[src/sv/bls_pkg.sv]
// ---------------------------------------------------------------------------
// bls_pkg: shared types and constants for the line span generator
// Screen limits, field widths and the line descriptor passed from the
// command front end through the descriptor queue to the span walker.
// ---------------------------------------------------------------------------
package bls_pkg;

  // Screen limits; coordinates at or beyond them saturate to the edge
  localparam int SCREEN_WIDTH  = 128;
  localparam int SCREEN_HEIGHT = 64;

  // Field widths
  localparam int X_W     = 7;
  localparam int Y_W     = 6;
  localparam int COORD_W = (X_W > Y_W) ? X_W : Y_W;
  localparam int LEN_W   = 8;
  localparam int COLOR_W = 8;
  // Error term: -(2^COORD_W-1) .. 2^COORD_W-1, two's complement
  localparam int ERR_W   = COORD_W + 1;
  localparam int CMP_W   = 9;

  // Descriptor queue between front end and walker
  localparam int QUEUE_DEPTH = 2;
  localparam int QPTR_W      = (QUEUE_DEPTH > 1) ? $clog2(QUEUE_DEPTH) : 1;
  localparam int QCNT_W      = $clog2(QUEUE_DEPTH + 1);

  // One classified line, ordered so the major coordinate increases
  typedef struct packed {
    logic [COORD_W-1:0] major_start;
    logic [COORD_W-1:0] major_end;
    logic [COORD_W-1:0] minor_start;
    logic [COORD_W-1:0] major_delta;
    logic [COORD_W-1:0] minor_delta;
    logic               minor_step_down;
    logic               steep;
    logic [COLOR_W-1:0] color;
  } line_desc_t;

  // Clamp a column to the screen width
  function automatic logic [X_W-1:0] sat_col(input logic [X_W-1:0] v);
    logic [X_W-1:0] r;
    r = v;
    if (CMP_W'(v) >= CMP_W'(SCREEN_WIDTH)) r = X_W'(SCREEN_WIDTH - 1);
    return r;
  endfunction

  // Clamp a row to the screen height
  function automatic logic [Y_W-1:0] sat_row(input logic [Y_W-1:0] v);
    logic [Y_W-1:0] r;
    r = v;
    if (CMP_W'(v) >= CMP_W'(SCREEN_HEIGHT)) r = Y_W'(SCREEN_HEIGHT - 1);
    return r;
  endfunction

endpackage

[src/sv/bls_cmd_if.sv]
// ---------------------------------------------------------------------------
// bls_cmd_if: line command channel
// Valid/ready channel carrying two endpoints and a pen color.
// ---------------------------------------------------------------------------
interface bls_cmd_if;
  logic                        valid;
  logic                        ready;
  logic [bls_pkg::X_W-1:0]     start_x;
  logic [bls_pkg::Y_W-1:0]     start_y;
  logic [bls_pkg::X_W-1:0]     end_x;
  logic [bls_pkg::Y_W-1:0]     end_y;
  logic [bls_pkg::COLOR_W-1:0] pen_color;

  modport source (
    output valid, start_x, start_y, end_x, end_y, pen_color,
    input  ready
  );

  modport sink (
    input  valid, start_x, start_y, end_x, end_y, pen_color,
    output ready
  );
endinterface

[src/sv/bls_run_if.sv]
// ---------------------------------------------------------------------------
// bls_run_if: pixel run channel
// Valid/ready channel carrying one run of a rasterized line.
// ---------------------------------------------------------------------------
interface bls_run_if;
  logic                        valid;
  logic                        ready;
  logic [bls_pkg::X_W-1:0]     run_x;
  logic [bls_pkg::Y_W-1:0]     run_y;
  logic [bls_pkg::LEN_W-1:0]   run_length;
  logic                        run_vertical;
  logic [bls_pkg::COLOR_W-1:0] run_color;
  logic                        last_run;

  modport source (
    output valid, run_x, run_y, run_length, run_vertical, run_color, last_run,
    input  ready
  );

  modport sink (
    input  valid, run_x, run_y, run_length, run_vertical, run_color, last_run,
    output ready
  );
endinterface

[src/sv/bls_front.sv]
// ---------------------------------------------------------------------------
// bls_front: command front end
// Clamps the endpoints, picks the major axis, orders the endpoints and
// derives the deltas and minor step direction for the walker.
// ---------------------------------------------------------------------------
module bls_front (
  bls_cmd_if.sink              cmd,
  output logic                 desc_valid,
  input  logic                 desc_ready,
  output bls_pkg::line_desc_t  desc
);

  logic [bls_pkg::X_W-1:0]     x0, x1;
  logic [bls_pkg::Y_W-1:0]     y0, y1;
  logic [bls_pkg::COORD_W-1:0] cx0, cx1, cy0, cy1;
  logic [bls_pkg::COORD_W-1:0] adx, ady;
  logic [bls_pkg::COORD_W-1:0] a0, a1, b0, b1;
  logic [bls_pkg::COORD_W-1:0] ma0, ma1, mb0, mb1;
  logic                        steep;

  // Transfer goes straight into the queue
  assign desc_valid = cmd.valid;
  assign cmd.ready  = desc_ready;

  // Clamp to screen and bring to a common coordinate width
  always_comb begin
    x0  = bls_pkg::sat_col(cmd.start_x);
    y0  = bls_pkg::sat_row(cmd.start_y);
    x1  = bls_pkg::sat_col(cmd.end_x);
    y1  = bls_pkg::sat_row(cmd.end_y);
    cx0 = bls_pkg::COORD_W'(x0);
    cx1 = bls_pkg::COORD_W'(x1);
    cy0 = bls_pkg::COORD_W'(y0);
    cy1 = bls_pkg::COORD_W'(y1);
  end

  // Absolute deltas; a tie is not steep
  assign adx   = (cx1 > cx0) ? (cx1 - cx0) : (cx0 - cx1);
  assign ady   = (cy1 > cy0) ? (cy1 - cy0) : (cy0 - cy1);
  assign steep = (ady > adx);

  // Axis swap for steep lines
  always_comb begin
    if (steep) begin
      a0 = cy0; b0 = cx0; a1 = cy1; b1 = cx1;
    end else begin
      a0 = cx0; b0 = cy0; a1 = cx1; b1 = cy1;
    end
  end

  // Endpoint order so the major coordinate increases
  always_comb begin
    if (a0 > a1) begin
      ma0 = a1; mb0 = b1; ma1 = a0; mb1 = b0;
    end else begin
      ma0 = a0; mb0 = b0; ma1 = a1; mb1 = b1;
    end
  end

  // Descriptor
  always_comb begin
    desc.major_start     = ma0;
    desc.major_end       = ma1;
    desc.minor_start     = mb0;
    desc.major_delta     = ma1 - ma0;
    desc.minor_delta     = (mb1 > mb0) ? (mb1 - mb0) : (mb0 - mb1);
    desc.minor_step_down = !(mb0 < mb1);
    desc.steep           = steep;
    desc.color           = cmd.pen_color;
  end

endmodule

[src/sv/bls_queue.sv]
// ---------------------------------------------------------------------------
// bls_queue: line descriptor queue
// Short FIFO that lets the front end take a new command while the walker
// is still busy with an earlier line.
// ---------------------------------------------------------------------------
module bls_queue (
  input  logic                clk,
  input  logic                rst,
  input  logic                in_valid,
  output logic                in_ready,
  input  bls_pkg::line_desc_t in_desc,
  output logic                out_valid,
  input  logic                out_ready,
  output bls_pkg::line_desc_t out_desc
);

  bls_pkg::line_desc_t              slots [bls_pkg::QUEUE_DEPTH];
  logic [bls_pkg::QPTR_W-1:0]       wr_ptr;
  logic [bls_pkg::QPTR_W-1:0]       rd_ptr;
  logic [bls_pkg::QCNT_W-1:0]       count;
  logic                             push;
  logic                             pop;

  assign in_ready  = (count != bls_pkg::QCNT_W'(bls_pkg::QUEUE_DEPTH));
  assign out_valid = (count != '0);
  assign push      = in_valid && in_ready;
  assign pop       = out_valid && out_ready;
  assign out_desc  = slots[rd_ptr];

  // Entry storage
  always_ff @(posedge clk) begin
    if (push) slots[wr_ptr] <= in_desc;
  end

  // Pointers and fill count
  always_ff @(posedge clk) begin
    if (rst) begin
      wr_ptr <= '0;
      rd_ptr <= '0;
      count  <= '0;
    end else begin
      if (push) begin
        wr_ptr <= (wr_ptr == bls_pkg::QPTR_W'(bls_pkg::QUEUE_DEPTH - 1)) ?
                  '0 : wr_ptr + bls_pkg::QPTR_W'(1);
      end
      if (pop) begin
        rd_ptr <= (rd_ptr == bls_pkg::QPTR_W'(bls_pkg::QUEUE_DEPTH - 1)) ?
                  '0 : rd_ptr + bls_pkg::QPTR_W'(1);
      end
      if (push && !pop) count <= count + bls_pkg::QCNT_W'(1);
      else if (pop && !push) count <= count - bls_pkg::QCNT_W'(1);
    end
  end

endmodule

[src/sv/bls_walk.sv]
// ---------------------------------------------------------------------------
// bls_walk: span walker
// Steps one pixel per cycle along the major axis, while the output register can take a run, with the Bresenham error
// term and emits one run per minor coordinate into an output register.
// ---------------------------------------------------------------------------
module bls_walk (
  input  logic                clk,
  input  logic                rst,
  input  logic                desc_valid,
  output logic                desc_ready,
  input  bls_pkg::line_desc_t desc,
  bls_run_if.source           run
);

  typedef enum logic {
    ST_IDLE,
    ST_WALK
  } state_t;

  state_t                              state;
  bls_pkg::line_desc_t                 cur;
  logic [bls_pkg::COORD_W-1:0]         maj;
  logic [bls_pkg::COORD_W-1:0]         min;
  logic [bls_pkg::COORD_W-1:0]         run_start;
  logic [bls_pkg::LEN_W-1:0]           run_len;
  logic signed [bls_pkg::ERR_W-1:0]    err;

  logic                                out_valid;
  logic [bls_pkg::X_W-1:0]             out_x;
  logic [bls_pkg::Y_W-1:0]             out_y;
  logic [bls_pkg::LEN_W-1:0]           out_len;
  logic                                out_vertical;
  logic [bls_pkg::COLOR_W-1:0]         out_color;
  logic                                out_last;

  logic                                advance;
  logic                                at_end;
  logic                                stepped;
  logic                                emit;
  logic [bls_pkg::LEN_W-1:0]           run_len_inc;
  logic signed [bls_pkg::ERR_W-1:0]    err_sub;
  logic signed [bls_pkg::ERR_W-1:0]    err_next;
  logic [bls_pkg::COORD_W-1:0]         emit_x_src;
  logic [bls_pkg::COORD_W-1:0]         emit_y_src;

  // Take a new line only when idle; walk while the output slot can take a run
  assign desc_ready = (state == ST_IDLE);
  assign advance    = (state == ST_WALK) && (!out_valid || run.ready);

  // Error update and run boundary detection
  always_comb begin
    run_len_inc = run_len + bls_pkg::LEN_W'(1);
    err_sub     = err - $signed({1'b0, cur.minor_delta});
    stepped     = err_sub[bls_pkg::ERR_W-1];
    err_next    = stepped ? (err_sub + $signed({1'b0, cur.major_delta})) : err_sub;
    at_end      = (maj >= cur.major_end);
    emit        = advance && (at_end || stepped);
    emit_x_src  = cur.steep ? min : run_start;
    emit_y_src  = cur.steep ? run_start : min;
  end

  // Walk state and output register
  always_ff @(posedge clk) begin
    if (rst) begin
      state     <= ST_IDLE;
      out_valid <= 1'b0;
    end else begin
      // Output slot: load on emit, drop on transfer
      if (emit) begin
        out_valid <= 1'b1;
      end else if (run.ready) begin
        out_valid <= 1'b0;
      end

      unique case (state)
        ST_IDLE: begin
          if (desc_valid) begin
            cur       <= desc;
            maj       <= desc.major_start;
            min       <= desc.minor_start;
            run_start <= desc.major_start;
            run_len   <= '0;
            err       <= $signed({2'b00, desc.major_delta[bls_pkg::COORD_W-1:1]});
            state     <= ST_WALK;
          end
        end
        ST_WALK: begin
          if (advance) begin
            err <= err_next;
            maj <= maj + bls_pkg::COORD_W'(1);
            if (at_end) begin
              state <= ST_IDLE;
            end else if (stepped) begin
              min       <= cur.minor_step_down ? (min - bls_pkg::COORD_W'(1))
                                               : (min + bls_pkg::COORD_W'(1));
              run_start <= maj + bls_pkg::COORD_W'(1);
              run_len   <= '0;
            end else begin
              run_len <= run_len_inc;
            end
          end
        end
        default: state <= ST_IDLE;
      endcase
    end
  end

  // Run payload
  always_ff @(posedge clk) begin
    if (emit) begin
      out_x        <= bls_pkg::X_W'(emit_x_src);
      out_y        <= emit_y_src[bls_pkg::Y_W-1:0];
      out_len      <= run_len_inc;
      out_vertical <= cur.steep;
      out_color    <= cur.color;
      out_last     <= at_end;
    end
  end

  assign run.valid        = out_valid;
  assign run.run_x        = out_x;
  assign run.run_y        = out_y;
  assign run.run_length   = out_len;
  assign run.run_vertical = out_vertical;
  assign run.run_color    = out_color;
  assign run.last_run     = out_last;

  // A run never has zero pixels
  a_len_nonzero: assert property (@(posedge clk) disable iff (rst)
    out_valid |-> (out_len != '0))
    else $error("run with zero length");

  // The walk never passes the far endpoint
  a_maj_in_range: assert property (@(posedge clk) disable iff (rst)
    (state == ST_WALK) |-> (maj <= cur.major_end))
    else $error("major position beyond line end");

  // Error term stays non-negative between pixels
  a_err_nonneg: assert property (@(posedge clk) disable iff (rst)
    (state == ST_WALK) |-> !err[bls_pkg::ERR_W-1])
    else $error("error term negative");

  // The final run ends the walk and is marked last
  a_last_ends: assert property (@(posedge clk) disable iff (rst)
    (advance && at_end) |=> ((state == ST_IDLE) && out_valid && out_last))
    else $error("last run did not end the line");

  // No run is emitted without a line in progress
  a_emit_walk: assert property (@(posedge clk) disable iff (rst)
    $rose(out_valid) |-> $past(state == ST_WALK))
    else $error("run emitted while idle");

endmodule

[src/sv/bresenham_line_span_generator.sv]
// Timing: the walker loads a line in its idle state, then steps one pixel per
//   cycle along the major axis while the output slot can take a run; each run
//   is registered in the output slot when its last pixel is stepped. The walker
//   takes a new line only once it is back in its idle state.
// A two-entry descriptor queue takes new commands while a line is walked.
// Reset (rst, synchronous, active high) empties the queue and output slot.
// ---------------------------------------------------------------------------
// bresenham_line_span_generator: line span generator top level
// Rasterizes one line command with integer Bresenham and delivers the
// pixels as horizontal or vertical runs, one run per transfer.
// ---------------------------------------------------------------------------
module bresenham_line_span_generator (
  input  logic      clk,
  input  logic      rst,
  bls_cmd_if.sink   cmd,
  bls_run_if.source run
);

  logic                q_in_valid;
  logic                q_in_ready;
  bls_pkg::line_desc_t q_in_desc;
  logic                q_out_valid;
  logic                q_out_ready;
  bls_pkg::line_desc_t q_out_desc;

  // Command classification
  bls_front u_front (
    .cmd        (cmd),
    .desc_valid (q_in_valid),
    .desc_ready (q_in_ready),
    .desc       (q_in_desc)
  );

  // Descriptor queue
  bls_queue u_queue (
    .clk       (clk),
    .rst       (rst),
    .in_valid  (q_in_valid),
    .in_ready  (q_in_ready),
    .in_desc   (q_in_desc),
    .out_valid (q_out_valid),
    .out_ready (q_out_ready),
    .out_desc  (q_out_desc)
  );

  // Span walker
  bls_walk u_walk (
    .clk        (clk),
    .rst        (rst),
    .desc_valid (q_out_valid),
    .desc_ready (q_out_ready),
    .desc       (q_out_desc),
    .run        (run)
  );

endmodule
[src/flat_wrapper.sv]
// flat-port wrapper written by rule: the top's interface ports become plain ports
module bresenham_line_span_generator_flat 
  (clk, rst, cmd_valid, cmd_start_x, cmd_start_y, cmd_end_x, cmd_end_y, cmd_pen_color, cmd_ready, run_valid, run_run_x, run_run_y, run_run_length, run_run_vertical, run_run_color, run_last_run, run_ready);
  bls_cmd_if cmd_i ();
  bls_run_if run_i ();
  input  logic clk;
  input  logic rst;
  input wire logic [$bits(cmd_i.valid)-1:0] cmd_valid;
  input wire logic [$bits(cmd_i.start_x)-1:0] cmd_start_x;
  input wire logic [$bits(cmd_i.start_y)-1:0] cmd_start_y;
  input wire logic [$bits(cmd_i.end_x)-1:0] cmd_end_x;
  input wire logic [$bits(cmd_i.end_y)-1:0] cmd_end_y;
  input wire logic [$bits(cmd_i.pen_color)-1:0] cmd_pen_color;
  output wire logic [$bits(cmd_i.ready)-1:0] cmd_ready;
  output wire logic [$bits(run_i.valid)-1:0] run_valid;
  output wire logic [$bits(run_i.run_x)-1:0] run_run_x;
  output wire logic [$bits(run_i.run_y)-1:0] run_run_y;
  output wire logic [$bits(run_i.run_length)-1:0] run_run_length;
  output wire logic [$bits(run_i.run_vertical)-1:0] run_run_vertical;
  output wire logic [$bits(run_i.run_color)-1:0] run_run_color;
  output wire logic [$bits(run_i.last_run)-1:0] run_last_run;
  input wire logic [$bits(run_i.ready)-1:0] run_ready;
  assign cmd_i.valid = cmd_valid;
  assign cmd_i.start_x = cmd_start_x;
  assign cmd_i.start_y = cmd_start_y;
  assign cmd_i.end_x = cmd_end_x;
  assign cmd_i.end_y = cmd_end_y;
  assign cmd_i.pen_color = cmd_pen_color;
  assign cmd_ready = cmd_i.ready;
  assign run_valid = run_i.valid;
  assign run_run_x = run_i.run_x;
  assign run_run_y = run_i.run_y;
  assign run_run_length = run_i.run_length;
  assign run_run_vertical = run_i.run_vertical;
  assign run_run_color = run_i.run_color;
  assign run_last_run = run_i.last_run;
  assign run_i.ready = run_ready;
  bresenham_line_span_generator u_core (.clk(clk), .rst(rst), .cmd(cmd_i), .run(run_i));
endmodule
[config.mk]
export PLATFORM = sky130hd
export DESIGN_NAME = bresenham_line_span_generator_flat
export DESIGN_NICKNAME = d
export VERILOG_FILES = /design/src/sv/bls_pkg.sv /design/src/sv/bls_cmd_if.sv /design/src/sv/bls_run_if.sv /design/src/sv/bls_front.sv /design/src/sv/bls_queue.sv /design/src/sv/bls_walk.sv /design/src/sv/bresenham_line_span_generator.sv /design/src/flat_wrapper.sv
export SDC_FILE = /design/constraint.sdc
export NUM_CORES = 1
export LEC_CHECK = 0
export BUFFER_PORTS_ARGS = -buffer_cell sky130_fd_sc_hd__buf_2
export CORE_MARGIN = 3
export CORE_UTILIZATION = 25
export CTS_BUF_LIST = sky130_fd_sc_hd__clkbuf_8
export CTS_CLUSTER_SIZE = 30
export DETAILED_ROUTE_END_ITERATION = 10
export PLACE_DENSITY = 0.43
export SYNTH_ARGS = -nofsm -noshare
export SYNTH_HDL_FRONTEND = slang
export SYNTH_HIERARCHICAL = 1
export SYNTH_SLANG_ARGS = --single-unit
[constraint.sdc]
create_clock -name clk -period 14.75 [get_ports clk]
set_input_delay 1.475 -clock clk [delete_from_list [all_inputs] [get_ports clk]]
set_output_delay 1.475 -clock clk [all_outputs]
set_load 0.01 [all_outputs]
# Yosys cells after proc, flatten, opt, wreduce, memory -nomap -nowiden

Memory sizes are Yosys's and may differ from the RTL's. A register that Yosys moved wholly into a read port is not among the register bits.
Cells that the tools add are included.

Bits in registers: 105
Output and inout port bits: 33
Input port bits: 38
Bits in writable memories: 90
Memories: 1

Equal/unequal tests: 5
Mux-type cells: 49
Magnitude comparators: 7
Reduce and logical (&&, ||, !) cells: 19
Bitwise operators: 2
Add/subtract/negate cells: 17

Memories:

| memory               | words | width | rd ports | clocked after Yosys merged registers in | write ports | RTL line        | RTL |
|---|---|---|---|---|---|---|---|
| u_core.u_queue.slots | 2     | 45    | 1        | 1                                       | 1           | bls_queue.sv:17 | `bls_pkg::line_desc_t slots [bls_pkg::QUEUE_DEPTH];` |

Operator list:

| kind                  | number |
|---|---|
| $mux W7               | 22 |
| $mux W8               | 7 |
| $pmux W7 S2           | 3 |
| $sub A7 B7 Y7         | 5 |
| $pmux W8 S2           | 2 |
| $gt A7 B7 Y1          | 4 |
| $add A7 B1 Y7 const B | 2 |
| $sub A6 B6 Y7         | 2 |
| $mux W1               | 11 |
| $add A8 B1 Y8 const B | 1 |
| $add A8 B8 Y8         | 1 |
| $sub A8 B8 Y8         | 1 |
| $ge A7 B7 Y1          | 1 |
| $lt A7 B7 Y1          | 1 |
| $sub A7 B1 Y7 const B | 1 |
| $gt A6 B6 Y1          | 1 |
| $logic_and A1 B1 Y1   | 6 |
| $mux W6               | 1 |
| $ne A2 B2 Y1 const B  | 3 |
| $reduce_and A3 Y1     | 2 |
| $reduce_bool A2 Y1    | 3 |
| $reduce_and A5 Y1     | 1 |
| $logic_not A1 Y1      | 4 |
| $mux W2               | 2 |
| 8 further kinds       | 12 |

# Logic depth before layout (Yosys ltp)

Depth in word-level cells: 8
Gate-level depth with buffers: 47
Gate-level depth less buffers: 42

# By module

Netlist, hierarchy kept.

Modules (own cells, without submodules):

| module    | times used | cells an instance | area each (µm²) |
|---|---|---|---|
| bls_walk  | 1          | 343               | 4792.1 |
| bls_queue | 1          | 164               | 3467.1 |
| bls_front | 1          | 483               | 3285.7 |

# Worst setup path after synthesis

Ideal clock, no wire load.

Path kind: input to register
Start point: in cmd_start_y[4]
End point: mem u_core/u_queue/slots[0][16] in the netlist's numbering, data pin
Cell stages on the path: 45
Buffers on the path: 7
Path slack: 4.329 ns
Required time: 14.481 ns
Arrival time: 10.152 ns
Cell sequence: buf_2 > inv_1 > ha_1 > nand3_1 > or2_2 > a21oi_1 > mux2i_1 > o21ai_0 > a21boi_0 > o21ai_0 > a221oi_1 > ha_1 > a21oi_1 > o21ai_2 > o22ai_2 > clkbuf_1 > inv_2 > clkbuf_1 > [9 not listed] > buf_6 > buf_2 > buf_2 > a21oi_1 > nor2_1 > or2_1 > ha_1 > nor2b_1 > o21ai_0 > a21boi_0 > o21ai_0 > a21boi_0 > o31a_1 > clkbuf_1 > mux2i_1 > a2bb2oi_1 > o211ai_1 > xor2_1

RTL lines:

| element         | RTL line           | RTL |
|---|---|---|
| start, declared | flat_wrapper.sv:10 | `input wire logic [$bits(cmd_i.start_y)-1:0] cmd_start_y;` |
| end, declared   | bls_queue.sv:17    |  |

==> impl_metrics.env <==
export IMPL_outcome="completed"
export IMPL_final_hold_violation_count=0
export IMPL_clk_latency_ns=0.47
export IMPL_cts_root_buf="clkbuf_8"
export IMPL_met3WireLength_um=954
export IMPL_postCtsHoldBufs=0
export IMPL_critPathLaunch="cmd_start_y[1]"
export IMPL_path_class="in2reg"
export IMPL_async_reset_ff_frac=0
export IMPL_ioPinCount=71
export IMPL_port_buffers=70
export IMPL_synth_area_um2=11500
export IMPL_coreArea_um2=45500
export IMPL_min_from="u_core/u_walk/cur[1]$_DFFE_PP_"
export IMPL_yosys_area_top_type_share=0.492
export IMPL_required_ns=14.95
export IMPL_synth_cells=990
export IMPL_dieHeight_um=221
export IMPL_nFillCells=4801
export IMPL_dieArea_um2=48800
export IMPL_max_stage_delay_ns=0.96
export IMPL_grt_pass1_vias=7421
export IMPL_finalSetupViolCount=0
export IMPL_grt_pass1_wl_mm=42.4
export IMPL_grt_max_degree=60
export IMPL_vias=7417
export IMPL_top_layer="met4"
export IMPL_drt_iter0_markers=344
export IMPL_timing_final_crit_share=0.797
export IMPL_antenna_found_initial=0
export IMPL_drv_slew=0
export IMPL_skew_ns=0.0154
export IMPL_overflow=0
export IMPL_synth_cell_types=74
export IMPL_dr_wl_met2_mm=12.2
export IMPL_die_x_um=221
export IMPL_critPathMaxFanout=59
export IMPL_hpwl_mm=19.9
export IMPL_min_path_cells=0
export IMPL_cpMostUsedCell="a21oi_1"
export IMPL_syn_num_nets=1118
export IMPL_cts_htree_levels=4
export IMPL_vias_per_cell=4.47
export IMPL_regToRegSetupSlack_ns=11.76
export IMPL_yosysTopAreaCell="edfxtp_1"
export IMPL_cts_tree="built"
export IMPL_fmax_ghz=0.0851
export IMPL_relSlewSlack=0.268
export IMPL_finalSetupTns_ns=0
export IMPL_path_clk_slew_ns=0.09
export IMPL_clock_path_buffers=2
export IMPL_drive_gt1_frac=0.195
export IMPL_synth_flop_cell="edfxtp_1"
export IMPL_synth_edff_count=189
export IMPL_postCtsSetupRepairBufs=0
export IMPL_dr_pass1_iters=5
export IMPL_routed_wirelength_mm=27.0
export IMPL_synth_common_cells="edfxtp_1, ha_1, inv_1, mux2_2, nand2_1"
export IMPL_wl_met1_mm=13.5
export IMPL_start_kind="input port"
export IMPL_final_antenna_net_count=0
export IMPL_rsz0062_at_grt="false"
export IMPL_synthToLayoutAreaGrowth_pct=11.8
export IMPL_drc=0
export IMPL_drv_cap=0
export IMPL_yosys_cell_count_top_type="edfxtp_1"
export IMPL_timing_rr_start="u_core/u_walk/cur[16]$_DFFE_PP_"
export IMPL_diodes=0
export IMPL_arrival_ns=11.95
export IMPL_worstReg2RegEnd="u_core/u_walk/run.run_x[3]$_DFFE_PP_"
export IMPL_synth_warnings=6
export IMPL_worst_slew_pin_slew_ns=1.09
export IMPL_routedWlPerCell_um=16.3
export IMPL_initial_core_util=0.254
export IMPL_ys_ff_latch=196
export IMPL_fin_nets=1173
export IMPL_fp_row_count=78
export IMPL_worstHoldEndpoint="u_core/u_walk/run.run_color[1]$_DFFE_PP_"
export IMPL_avgSynthCellArea_um2=11.7
export IMPL_synthTopCellsByArea="edfxtp_1, ha_1, mux2_2"
export IMPL_cts_sinks=196
export IMPL_numCtsBuffers=17
export IMPL_finalCriticalPeriod_ns=11.76
export IMPL_grt_usage=0.110
export IMPL_ctsResizeCount=0
export IMPL_synth_yosys_seq_area_share=0.504
export IMPL_gp_congestion=0.830
export IMPL_worstSetupEndpointType="flip-flop"
export IMPL_cpMaxStageDelayCell="and2_2"
export IMPL_r2r_cells=7
export IMPL_holdCritPathClass="reg2reg"
==> sequential cells by signal (all words and copies together), names as in the netlist, named ones only <==
| name | count |
|---|---|
| u_core/u_walk/min | 7 |
| u_core/u_walk/maj | 7 |
| u_core/u_walk/run.run_y | 6 |
| u_core/u_queue/wr_ptr | 1 |
| u_core/u_walk/run.run_color | 8 |
| u_core/u_walk/run_len | 8 |
| u_core/u_walk/run.run_x | 7 |
| u_core/u_queue/rd_ptr | 1 |
| u_core/u_queue/count | 2 |
| u_core/u_queue/slots | 90 |
| u_core/u_walk/run.last_run | 1 |
| u_core/u_walk/state | 1 |
| u_core/u_walk/err | 8 |
| u_core/u_walk/run.run_vertical | 1 |
| u_core/u_walk/run.valid | 1 |
| u_core/u_walk/run_start | 7 |
| u_core/u_walk/cur | 31 |
| u_core/u_walk/run.run_length | 8 |
==> worst max-delay path by stage <==
stage and end:
2_1_floorplan u_core/u_queue/slots[0][16]$_DFFE_PP_, 3_3_place_gp u_core/u_queue/slots[0][16]$_DFFE_PP_, 3_5_place_dp u_core/u_queue/slots[0][16]$_DFFE_PP_, 4_1_cts u_core/u_queue/slots[0][16]$_DFFE_PP_
5_1_grt u_core/u_queue/slots[0][16]$_DFFE_PP_, 6_report u_core/u_queue/slots[0][16]$_DFFE_PP_
==> cell type report <==
| cell class | instances | area [um^2] | share of cell area |
|---|---|---|---|
| Tap cell | 600 | 751 | 0.0582 |
| Inverter | 78 | 293 | 0.0227 |
| Clock buffer | 19 | 262 | 0.0203 |
| Clock inverter | 13 | 156 | 0.0121 |
| Timing Repair Buffer | 79 | 418 | 0.0324 |
| Sequential cell | 196 | 5820 | 0.451 |
| Multi-Input combinational cell | 673 | 5210 | 0.404 |
==> critical path: cells and delay by family <==
kind            cells  cell delay [ns]
fa+ha+maj           5             1.75
xor+xnor            1             0.16
buf+inv             5             1.11
simple gates        8             2.06
mux                 2             0.73
compound gates     21             4.64
==> layout by cell type, fill, tap and decap left out, types with 3 or more instances in the layout <==
master and count:
ha_1 81, o21bai_1 8, clkbuf_8 19, bufinv_16 3, a21o_1 20, xnor2_1 33
xor2_1 19, nand2_1 67, fa_1 9, buf_2 70, nand2b_1 9, nor2_1 66
a21oi_1 64, and2_1 11, or2_2 7, or3_1 4, inv_6 3, o21ai_1 3
mux2_2 67, o211a_1 3, o211ai_1 7, clkinv_2 3, nor2b_1 12, a211oi_1 6
buf_4 9, edfxtp_1 189, a31oi_1 4, inv_1 77, dfxtp_1 6, mux2i_1 35
a21boi_0 5, nor3_1 9, o21ai_0 36, nand3_1 25, and3_1 10, maj3_1 3
nand4_1 4
==> per-stage QoR <==
step / util / hold WS, ns / setup slack (ns) / std cells / area, um^2
floorplan: - / 0.400 / 4.33 / 990 / 11500
global placement: 0.275 / 0.402 / 2.84 / 1626 / 12500
detailed placement: 0.275 / 0.407 / 2.59 / 1626 / 12500
CTS: 0.284 / 0.430 / 3.08 / 1658 / 12900
global route: 0.284 / 0.443 / 2.14 / 1658 / 12900
finish: 0.284 / 0.427 / 2.99 / 1658 / 12900
==> layer usage <==
layer,global-route usage,vias to the layer above
met2,0.176,144
met4,0.0289,0
met1,0.154,3573
li1,-,3673
met3,0.0194,27
met5,0,-
==> kinds of logic after synthesis <==
group / share of synthesized area
AND/OR/NAND/NOR: 0.0986
flip-flops: 0.504
AO/OA/AOI/OAI: 0.107
buffers and inverters: 0.0473
multiplexers: 0.0976
adder cells (fa/ha/maj): 0.106
XOR/XNOR: 0.0394
Power is left out: the tool's default activity adds up to more than one toggle a clock period on the data nets, which glitch-free logic cannot reach.
